File: src/rtl/core/hampel_outlier_filter_core_macros.svh
// assertion macros for the hampel outlier filter core
// no dependencies; included by the modules that carry assertions
`ifndef HAMPEL_OUTLIER_FILTER_CORE_MACROS_SVH
`define HAMPEL_OUTLIER_FILTER_CORE_MACROS_SVH
`ifndef SYNTH
`define HOF_ASSERT_IMP(lbl, clk, rstn, ante, cons) \
    lbl: assert property (@(posedge clk) disable iff (!rstn) (ante) |-> (cons)) \
        else $error("hof check failed");
`define HOF_ASSERT_NXT(lbl, clk, rstn, ante, cons) \
    lbl: assert property (@(posedge clk) disable iff (!rstn) (ante) |=> (cons)) \
        else $error("hof check failed");
`else
`define HOF_ASSERT_IMP(lbl, clk, rstn, ante, cons)
`define HOF_ASSERT_NXT(lbl, clk, rstn, ante, cons)
`endif
`endif

File: src/rtl/core/hof_pkg.sv
// shared types and constants for the hampel outlier filter core
// no dependencies
package hof_pkg;

    localparam int SAMPLE_BITS = 24;
    localparam int LIMIT_BITS  = 12;
    localparam logic [LIMIT_BITS-1:0] LIMIT_RESET = 12'd1139;

    typedef struct packed {
        logic signed [SAMPLE_BITS-1:0] sample;
        logic                          frame_end;
    } t_in_beat;

    typedef struct packed {
        logic signed [SAMPLE_BITS-1:0] cleaned;
        logic                          replaced;
        logic                          frame_done;
    } t_out_beat;

    typedef enum logic [3:0] {
        S_IDLE,
        S_START,
        S_LOAD,
        S_LOAD_WAIT,
        S_SORT_VAL,
        S_MEDIAN,
        S_DEV,
        S_SORT_DEV,
        S_MAD,
        S_JUDGE,
        S_EMIT
    } t_state;

    typedef struct packed {
        logic accept;
        logic rd;
        logic clear;
        logic centre;
        logic sort;
        logic sort_odd;
        logic take_med;
        logic take_dev;
        logic take_mad;
        logic judge;
        logic emit;
        logic frame_done;
        logic pos_clear;
    } t_cmd;

    typedef struct packed {
        logic out_free;
    } t_sts;

endpackage

File: src/rtl/core/hof_ctrl.sv
// controller: sequences load, two sorts, judge and emit for each centre
// depends on hof_pkg and the core macros header
`include "hampel_outlier_filter_core_macros.svh"
module hof_ctrl #(
    parameter int HALF_WINDOW = 15,
    localparam int WIN = 2 * HALF_WINDOW + 1,
    localparam int AW  = $clog2(WIN),
    localparam int PW  = $clog2(WIN + 1)
) (
    input  logic          i_clk,
    input  logic          i_rst_n,
    input  logic          i_in_valid,
    output logic          o_in_stall,
    input  logic          i_frame_end,
    input  hof_pkg::t_sts i_sts,
    input  logic [PW-1:0] i_pos,
    output hof_pkg::t_cmd o_cmd,
    output logic [AW-1:0] o_rd_age,
    output logic [AW-1:0] o_sel
);
    import hof_pkg::*;

    t_state r_state, n_state;
    logic r_last, n_last;
    logic [AW-1:0] r_age, n_age;
    logic [AW-1:0] r_idx, n_idx;
    logic [AW-1:0] r_round, n_round;
    logic [PW-1:0] span, len, pm1;

    assign span = PW'(r_age) + PW'(HALF_WINDOW + 1);
    assign len  = (i_pos < span) ? i_pos : span;
    assign pm1  = i_pos - 1'b1;
    assign o_sel = AW'(len >> 1);
    assign o_rd_age = r_idx;
    assign o_in_stall = (r_state != S_IDLE) || !i_rst_n;

    always_ff @(posedge i_clk) begin
        if (!i_rst_n) begin
            r_state <= S_IDLE;
            r_last  <= 1'b0;
            r_age   <= '0;
            r_idx   <= '0;
            r_round <= '0;
        end else begin
            r_state <= n_state;
            r_last  <= n_last;
            r_age   <= n_age;
            r_idx   <= n_idx;
            r_round <= n_round;
        end
    end

    always_comb begin
        n_state = r_state;
        n_last  = r_last;
        n_age   = r_age;
        n_idx   = r_idx;
        n_round = r_round;
        o_cmd   = '0;
        case (r_state)
            S_IDLE: begin
                if (i_in_valid && i_rst_n) begin
                    o_cmd.accept = 1'b1;
                    n_last  = i_frame_end;
                    n_state = S_START;
                end
            end
            S_START: begin
                n_idx = '0;
                if (r_last) begin
                    n_age   = (pm1 > PW'(HALF_WINDOW)) ? AW'(HALF_WINDOW) : AW'(pm1);
                    n_state = S_LOAD;
                end else if (i_pos > PW'(HALF_WINDOW)) begin
                    n_age   = AW'(HALF_WINDOW);
                    n_state = S_LOAD;
                end else begin
                    n_state = S_IDLE;
                end
            end
            S_LOAD: begin
                o_cmd.rd     = 1'b1;
                o_cmd.clear  = (r_idx == '0);
                o_cmd.centre = (r_idx == r_age);
                if (PW'(r_idx) == len - 1'b1) begin
                    n_state = S_LOAD_WAIT;
                end else begin
                    n_idx = r_idx + 1'b1;
                end
            end
            S_LOAD_WAIT: begin
                n_round = '0;
                n_state = S_SORT_VAL;
            end
            S_SORT_VAL, S_SORT_DEV: begin
                o_cmd.sort     = 1'b1;
                o_cmd.sort_odd = r_round[0];
                if (r_round == AW'(WIN - 1)) begin
                    n_round = '0;
                    n_state = (r_state == S_SORT_VAL) ? S_MEDIAN : S_MAD;
                end else begin
                    n_round = r_round + 1'b1;
                end
            end
            S_MEDIAN: begin
                o_cmd.take_med = 1'b1;
                n_state = S_DEV;
            end
            S_DEV: begin
                o_cmd.take_dev = 1'b1;
                n_round = '0;
                n_state = S_SORT_DEV;
            end
            S_MAD: begin
                o_cmd.take_mad = 1'b1;
                n_state = S_JUDGE;
            end
            S_JUDGE: begin
                o_cmd.judge = 1'b1;
                n_state = S_EMIT;
            end
            S_EMIT: begin
                if (i_sts.out_free) begin
                    o_cmd.emit       = 1'b1;
                    o_cmd.frame_done = r_last && (r_age == '0);
                    if (r_last && (r_age != '0)) begin
                        n_age   = r_age - 1'b1;
                        n_idx   = '0;
                        n_state = S_LOAD;
                    end else begin
                        o_cmd.pos_clear = r_last;
                        n_state = S_IDLE;
                    end
                end
            end
            default: begin
                n_state = S_IDLE;
            end
        endcase
    end

    `HOF_ASSERT_IMP(a_age_range, i_clk, i_rst_n, r_state == S_LOAD, r_age <= AW'(HALF_WINDOW))
    `HOF_ASSERT_IMP(a_len_nonzero, i_clk, i_rst_n, r_state == S_LOAD, len != '0)
    `HOF_ASSERT_NXT(a_flush_end, i_clk, i_rst_n, o_cmd.emit && o_cmd.frame_done, r_state == S_IDLE)

endmodule

File: config.mk
export PLATFORM = sky130hd
export DESIGN_NAME = hof_ctrl
export DESIGN_NICKNAME = d
export VERILOG_FILES = /design/src/rtl/core/hof_pkg.sv /design/src/rtl/core/hof_ctrl.sv
export VERILOG_INCLUDE_DIRS = /design/src /design/src/rtl/core
export SDC_FILE = /design/constraint.sdc
export NUM_CORES = 1
export LEC_CHECK = 0
export ABC_AREA = 1
export BUFFER_PORTS_ARGS = -buffer_cell sky130_fd_sc_hd__buf_2
export CELL_PAD_IN_SITES_DETAIL_PLACEMENT = 0
export CELL_PAD_IN_SITES_GLOBAL_PLACEMENT = 1
export CORE_UTILIZATION = 35
export DETAILED_ROUTE_END_ITERATION = 6
export PLACE_DENSITY = 0.72
export SLEW_MARGIN = 10
export SYNTH_ARGS = -nofsm -noshare
export SYNTH_HDL_FRONTEND = slang
export SYNTH_SLANG_ARGS = --single-unit
File: constraint.sdc
create_clock -name i_clk -period 2.7 [get_ports i_clk]
set_clock_uncertainty 0.15 [all_clocks]
set_input_delay 0.54 -clock i_clk [delete_from_list [all_inputs] [get_ports i_clk]]
set_output_delay 0.54 -clock i_clk [all_outputs]
set_load 0.02 [all_outputs]
==> results.yml, run 1 <==
route:
  wl_per_cell_um: 12.4
  via_per_inst: 4.73
  vias: 2053
  dr.pass1.iters: 4
  route.detailed.drc: 0
  drtIter0Drc: 75
  drtAntennaViolNets: 0
  totalWireLength_um: 5370
worst_setup_path:
  path_buf_inv: 2
  critPathArrivalTime_ps: 2640
  critical_path_class: "input pin to register"
  max_stage_delay_ps: 260
  crit_required_ps: 2710
  rr_worst_depth: 18
  startpoint_type: "input pin"
  crit_chain: "buf_2, ha_4, nand2_1, nand2_2, nand2_4, nand3_4, nand2_4, nand2_4, ha_4, xor2_1, nand2_1, nor2_1, nand2_1, inv_1, nand2_2, o21bai_4, nand2_4, nand2_2, nand2_1, nand2_1, nor2_1"
  path_depth: 21
  path_max_fanout: 5
  cpMostUsedCell: "nand2_1"
  critical_path.top_delay_family: "simple AND/OR/NAND/NOR gates"
  worstSetupEndpointType: "register"
  crit_slowest_cell: "ha_4"
global_routing:
  first_global_vias: 1821
  grt_max_degree: 15
  grt-ovfl-total: 0
  grtUsageTotal_pct: 20.0
  antenna_found_initial: 0
  grt_pass1_wl_um: 8580
logic_synthesis:
  ys.flop_type: "dfxtp_1"
  synth_seq_area_share_pct: 21.2
  synth_edf_count: 0
  yosys.area.top_type_share_pct: 21.2
  ys_types: 37
  async_flop_share_pct: 0
  syn_inst: 304
  yosys.cell_count.top_type: "nand2_1"
  ys_ff_latch: 20
  yosys.area.top_type: "dfxtp_1"
  yosysWarnings: 0
  yosys-top-cells-count: "75 x nand2_1, 39 x inv_1, 35 x nor2_1"
  synth_area_um2: 1890
  syn_nets: 327
  synth_area_leaders: "dfxtp_1 21%, nand2_1 15%, ha_1 8.6%, inv_1 7.7%, nor2_1 6.9%"
  syn_area_per_cell_um2: 6.23
floorplan:
  dieHeight_um: 75.5
  core-area_um2: 5170
  ios: 34
  die_area_um2: 5710
  start_util_pct: 36.6
  num_rows: 26
  die_w_um: 75.5
power:
  pwr-share-seq_pct: 22.6
  combPwrFrac_pct: 61.6
  internal_power_mw: 1.02
  p_clk_share_pct: 15.8
  vdd_ir_drop_max_uv: 478
  p_leak_nw: 1.22
  switching_share_pct: 47.2
  p_per_area_nw_per_um2: 772
  power.switching_uw: 916
outcome:
  outcome: "finished clean"
clock_network:
  cts.clk_slew.worst_paths_ps: 90
  clk_latency_ps: 270
  cts_buffer_depth: 2
  clock_sinks: 20
  cts.hold.buffers_added: 0
  cts_root_buf: "clkbuf_8"
  numCtsBuffers: 3
  htree_levels: 1
  cts_tree: "yes"
finish:
  drive_gt1_share_pct: 29.1
  antenna_cells: 0
  area_growth_pct: 32.7
  instances_no_fill: 434
  nets: 388
flow_run:
  cap_violations: 0
sta:
  finalHoldViolations: 0
  final_max_slew_viol_count: 0
  rsz0062_at_grt: "yes"
  worst_hold_slack_ps: 328
  final.period_utilization_pct: 97.5
  finalCriticalPeriod_ps: 2630
  fmax_ghz: 0.380
  setup_ws_ps: 67.8
  final-setup-viol-count: 0
  max-slew-margin-rel_pct: 66.9
  worstMarginPinSlew_ps: 494
min_path:
  hold_depth: 3
  worstHoldPathType: "input pin to register"
place:
  place_hpwl_um: 4300
  pre_cts_ws_ps: -244
  io_buffer_count: 32
  dp.cells: 427
  place_congestion: 0.816
[state kept, by name (all words and copies together), names as in the netlist]
| register | cells |
|---|---|
| o_rd_age | 5 |
| r_age | 5 |
| r_round | 5 |
| r_state | 4 |
| r_last | 1 |
[layout by cell type (no fill, tap or decap), drive strengths merged, types with 9 or more instances in the layout]
master / count
dfxtp: 20
o21ai: 10
nand3: 27
a21oi: 20
nand2: 89
ha: 13
nand4: 9
inv: 43
buf: 59
nor2: 37
[final cells by class]
type / instances / area, um2
Clock buffer: 3 / 41.3
Clock inverter: 1 / 30.0
Fill cell: 562 / 2660
Inverter: 43 / 161
Multi-Input combinational cell: 238 / 1420
Sequential cell: 20 / 405
Tap cell: 70 / 87.6
Timing Repair Buffer: 59 / 363
[worst reg2reg max path, delay by kind of cell, from the launching register on]
kind | cells | cell delay [ps]
and+or+nand+nor | 12 | 860
adders and majority gates | 2 | 520
AOI/OAI and AO/OA | 2 | 420
DFF | 1 | 350
xor gates and xnor gates | 1 | 140
buffers and inverters | 1 | 60
[what timing repair did]
item / in CTS / in global routing
endpoints found under the hold margin: 0 / 0
gates resized for setup: 0 / 13
setup endpoints to repair: 0 / 12
setup buffers: 0 / 2
[stage by stage]
stage          cell area (um2)  util, %  total power, mW  setup TNS [ps]
2_1_floorplan             1980        -             1.25           -72.4
3_3_place_gp              2390     46.2             1.60           -1460
3_5_place_dp              2390     46.2             1.60           -1900
4_1_cts                   2460     47.5             1.91               0
5_1_grt                   2510     48.6             2.13            -880
6_report                  2510     48.6             1.94               0
[kinds of logic (layout without fill, tap and decap cells)]
kind of cell	Yosys count	count (layout)	synth area share, %
xor gates and xnor gates	9	9	4.16
other	1	1	0.198
AOI/OAI and AO/OA	42	42	14.4
DFF	20	20	21.1
adders and majority gates	13	13	8.59
buffers and inverters	47	106	9.78
and+or+nand+nor	172	173	41.7
[power by group through the flow]
| stage | Combinational [mW] | Clock [mW] | Sequential (mW) |
|---|---|---|---|
| floorplan | 0.785 | 0 | 0.464 |
| global placement | 1.15 | 0 | 0.443 |
| detailed placement | 1.15 | 0 | 0.441 |
| CTS | 1.16 | 0.317 | 0.434 |
| global route | 1.35 | 0.329 | 0.446 |
| finish | 1.19 | 0.307 | 0.439 |
[worst paths after layout]
check | startpoint | endpoint | slack [ps]
worst max-delay path | i_pos[2] | o_rd_age[2] | 70
worst min-delay path | i_frame_end | r_last | 330
worst max register to register | r_age[4] | o_rd_age[2] | 90
worst min register to register | r_round[3] | r_round[3] | 340
[routing by layer]
| layer | vias up | track usage (%) | share of wire (%) |
|---|---|---|---|
| met3 | 6 | 2.25 | 2.7 |
| met5 | - | 0 | 0 |
| met4 | 0 | 5.76 | 1.3 |
| met2 | 37 | 33.9 | 47 |
| li1 | 1118 | - | - |
| met1 | 892 | 26.7 | 49 |
Power figures use the tool's default switching activity.
==> run 2: changes to the inputs <==
SETUP_SLACK_MARGIN = 0.5   (was default)
==> results.yml, run 2 (synthesis gave the netlist of run 1 again) <==
outcome:
  outcome: "finished clean"
power:
  switching_share_pct: 47.1
  internal_power_mw: 1.11
  combPwrFrac_pct: 63.8
  vdd_ir_drop_max_uv: 462
  p_leak_nw: 1.28
  p_per_area_nw_per_um2: 768
  pwr-share-seq_pct: 21.5
  power.switching_uw: 993
  p_clk_share_pct: 14.7
finish:
  nets: 396
  fin_area_um2: 2740
  area_growth_pct: 44.9
  instances_no_fill: 442
  drive_gt1_share_pct: 39.8
  final_cell_mix: "68 x nand2_1, 35 x buf_4, 29 x nor2_1"
  mostFrequentLayoutCell: "nand2_1"
  antenna_cells: 0
  final_core_util_pct: 53.0
place:
  place_hpwl_um: 4180
  place_congestion: 0.834
  io_buffer_count: 32
  place_area_um2: 2410
  dp.cells: 426
global_routing:
  grt-ovfl-total: 0
  grt_pass1_wl_um: 8700
  grt_max_degree: 15
  first_global_vias: 1891
  grtUsageTotal_pct: 20.1
  antenna_found_initial: 0
route:
  vias: 2133
  totalWireLength_um: 5520
  wl_per_cell_um: 12.5
  drtAntennaViolNets: 0
  via_per_inst: 4.83
  route.detailed.drc: 0
  dr.pass1.iters: 4
  drtIter0Drc: 88
sta:
  worstMarginPinSlew_ps: 536
  fmax_ghz: 0.382
  finalHoldViolations: 0
  final-setup-viol-count: 0
  rsz0062_at_grt: "yes"
  max-slew-margin-rel_pct: 64.1
  final.period_utilization_pct: 96.9
  worst_hold_slack_ps: 332
  finalCriticalPeriod_ps: 2620
  final_max_slew_viol_count: 0
worst_setup_path:
  critical_path_class: "register to register"
  rr_startpoint: "r_age[2]"
  rr_endpoint: "r_state[3]"
  worstSetupEndpointType: "register"
  rr_worst_depth: 18
  startpoint_type: "register"
  critPathArrivalTime_ps: 2670
  path_max_fanout: 5
  crit_required_ps: 2760
  reg2reg_slack_ps: 80
floorplan:
  die_area_um2: 5710
  dieHeight_um: 75.5
  core-area_um2: 5170
  ios: 34
  num_rows: 26
  die_w_um: 75.5
  start_util_pct: 36.6
clock_network:
  numCtsBuffers: 3
  clock_sinks: 20
  cts_tree: "yes"
  clk_latency_ps: 260
  cts_buffer_depth: 2
  cts_root_buf: "clkbuf_8"
  htree_levels: 1
  cts.hold.buffers_added: 0
  cts.clk_slew.worst_paths_ps: 80
flow_run:
  cap_violations: 0
min_path:
  hold_depth: 3
  min_from: "i_frame_end"
  hold_end: "r_last"
  worstHoldPathType: "input pin to register"
## run 2: cell types whose count changed in the layout (fill, tap and decap cells not counted), moves of 7 or more
cell | before | now
buf_2 | 32 | 22
buf_4 | 27 | 35
buf_6 | 0 | 9
dfxtp_1 | 16 | 9
dfxtp_2 | 4 | 11
inv_1 | 36 | 24
inv_2 | 7 | 18
## run 2: what timing repair did
action | 4_1_cts | 5_1_grt
pin swaps | 21 | 9
setup buffers | 4 | 7
resized for setup | 42 | 27
endpoints found under the setup margin | 18 | 21
gates cloned | 1 | 0
## run 2: area by class of cell
class / count / area, um2
clock inverter: 1 / 30.0
inverter: 43 / 164
fill: 506 / 2430
timing repair buffer: 67 / 489
sequential: 20 / 414
multi-input combinational: 238 / 1520
tap: 70 / 87.6
clock buffer: 3 / 41.3
## run 2: power by group through the flow
stage | Combinational [mW] | Clock, mW | Sequential [mW]
final | 1.34 | 0.310 | 0.454
after global placement | 1.17 | 0 | 0.446
after global routing | 1.50 | 0.329 | 0.466
after CTS | 1.28 | 0.315 | 0.449
after detailed placement | 1.16 | 0 | 0.446
after floorplan | 0.803 | 0 | 0.465
## run 2: critical path, stage by stage, from the launching register on
cell and delay [ps]:
dfxtp_2 340, inv_2 50, ha_4 280, nand2_4 60
nor2_4 120, nand2_4 70, nand4_1 120, nand2_4 70
ha_4 250, xor2_1 140, nand2_1 70, nor2_1 80
nand2_1 60, inv_2 50, nand2_2 50, o21bai_4 210
nand2_2 120, nor2_1 140, o21a_1 130
## run 2: worst max path at each step
stage	start	to	cells past startpoint
6_report	r_age[2]	r_state[3]	18
5_1_grt	r_age[2]	r_state[3]	18
4_1_cts	r_age[2]	o_rd_age[2]	20
2_1_floorplan	i_pos[4]	o_rd_age[2]	18
3_5_place_dp	i_pos[4]	o_rd_age[3]	18
3_3_place_gp	i_pos[4]	o_rd_age[2]	20
## run 2: routing by layer
layer  track usage (%)  vias to the layer above  part of all wire (%)
met5                 0                        -                     0
met4              7.82                        0                   1.6
met3             0.926                        7                   2.4
met2              35.0                       41                    50
met1              26.1                      953                    46
li1                  -                     1132                     -
## run 2: metrics by stage
stage                     setup WS (ps)  setup TNS, ps  power, mW
final                              84.1              0       2.11
after global routing               -130           -611       2.30
after CTS                           103              0       2.04
after detailed placement           -245          -1870       1.61
after global placement             -200          -1580       1.61
after floorplan                   -24.2          -72.8       1.27
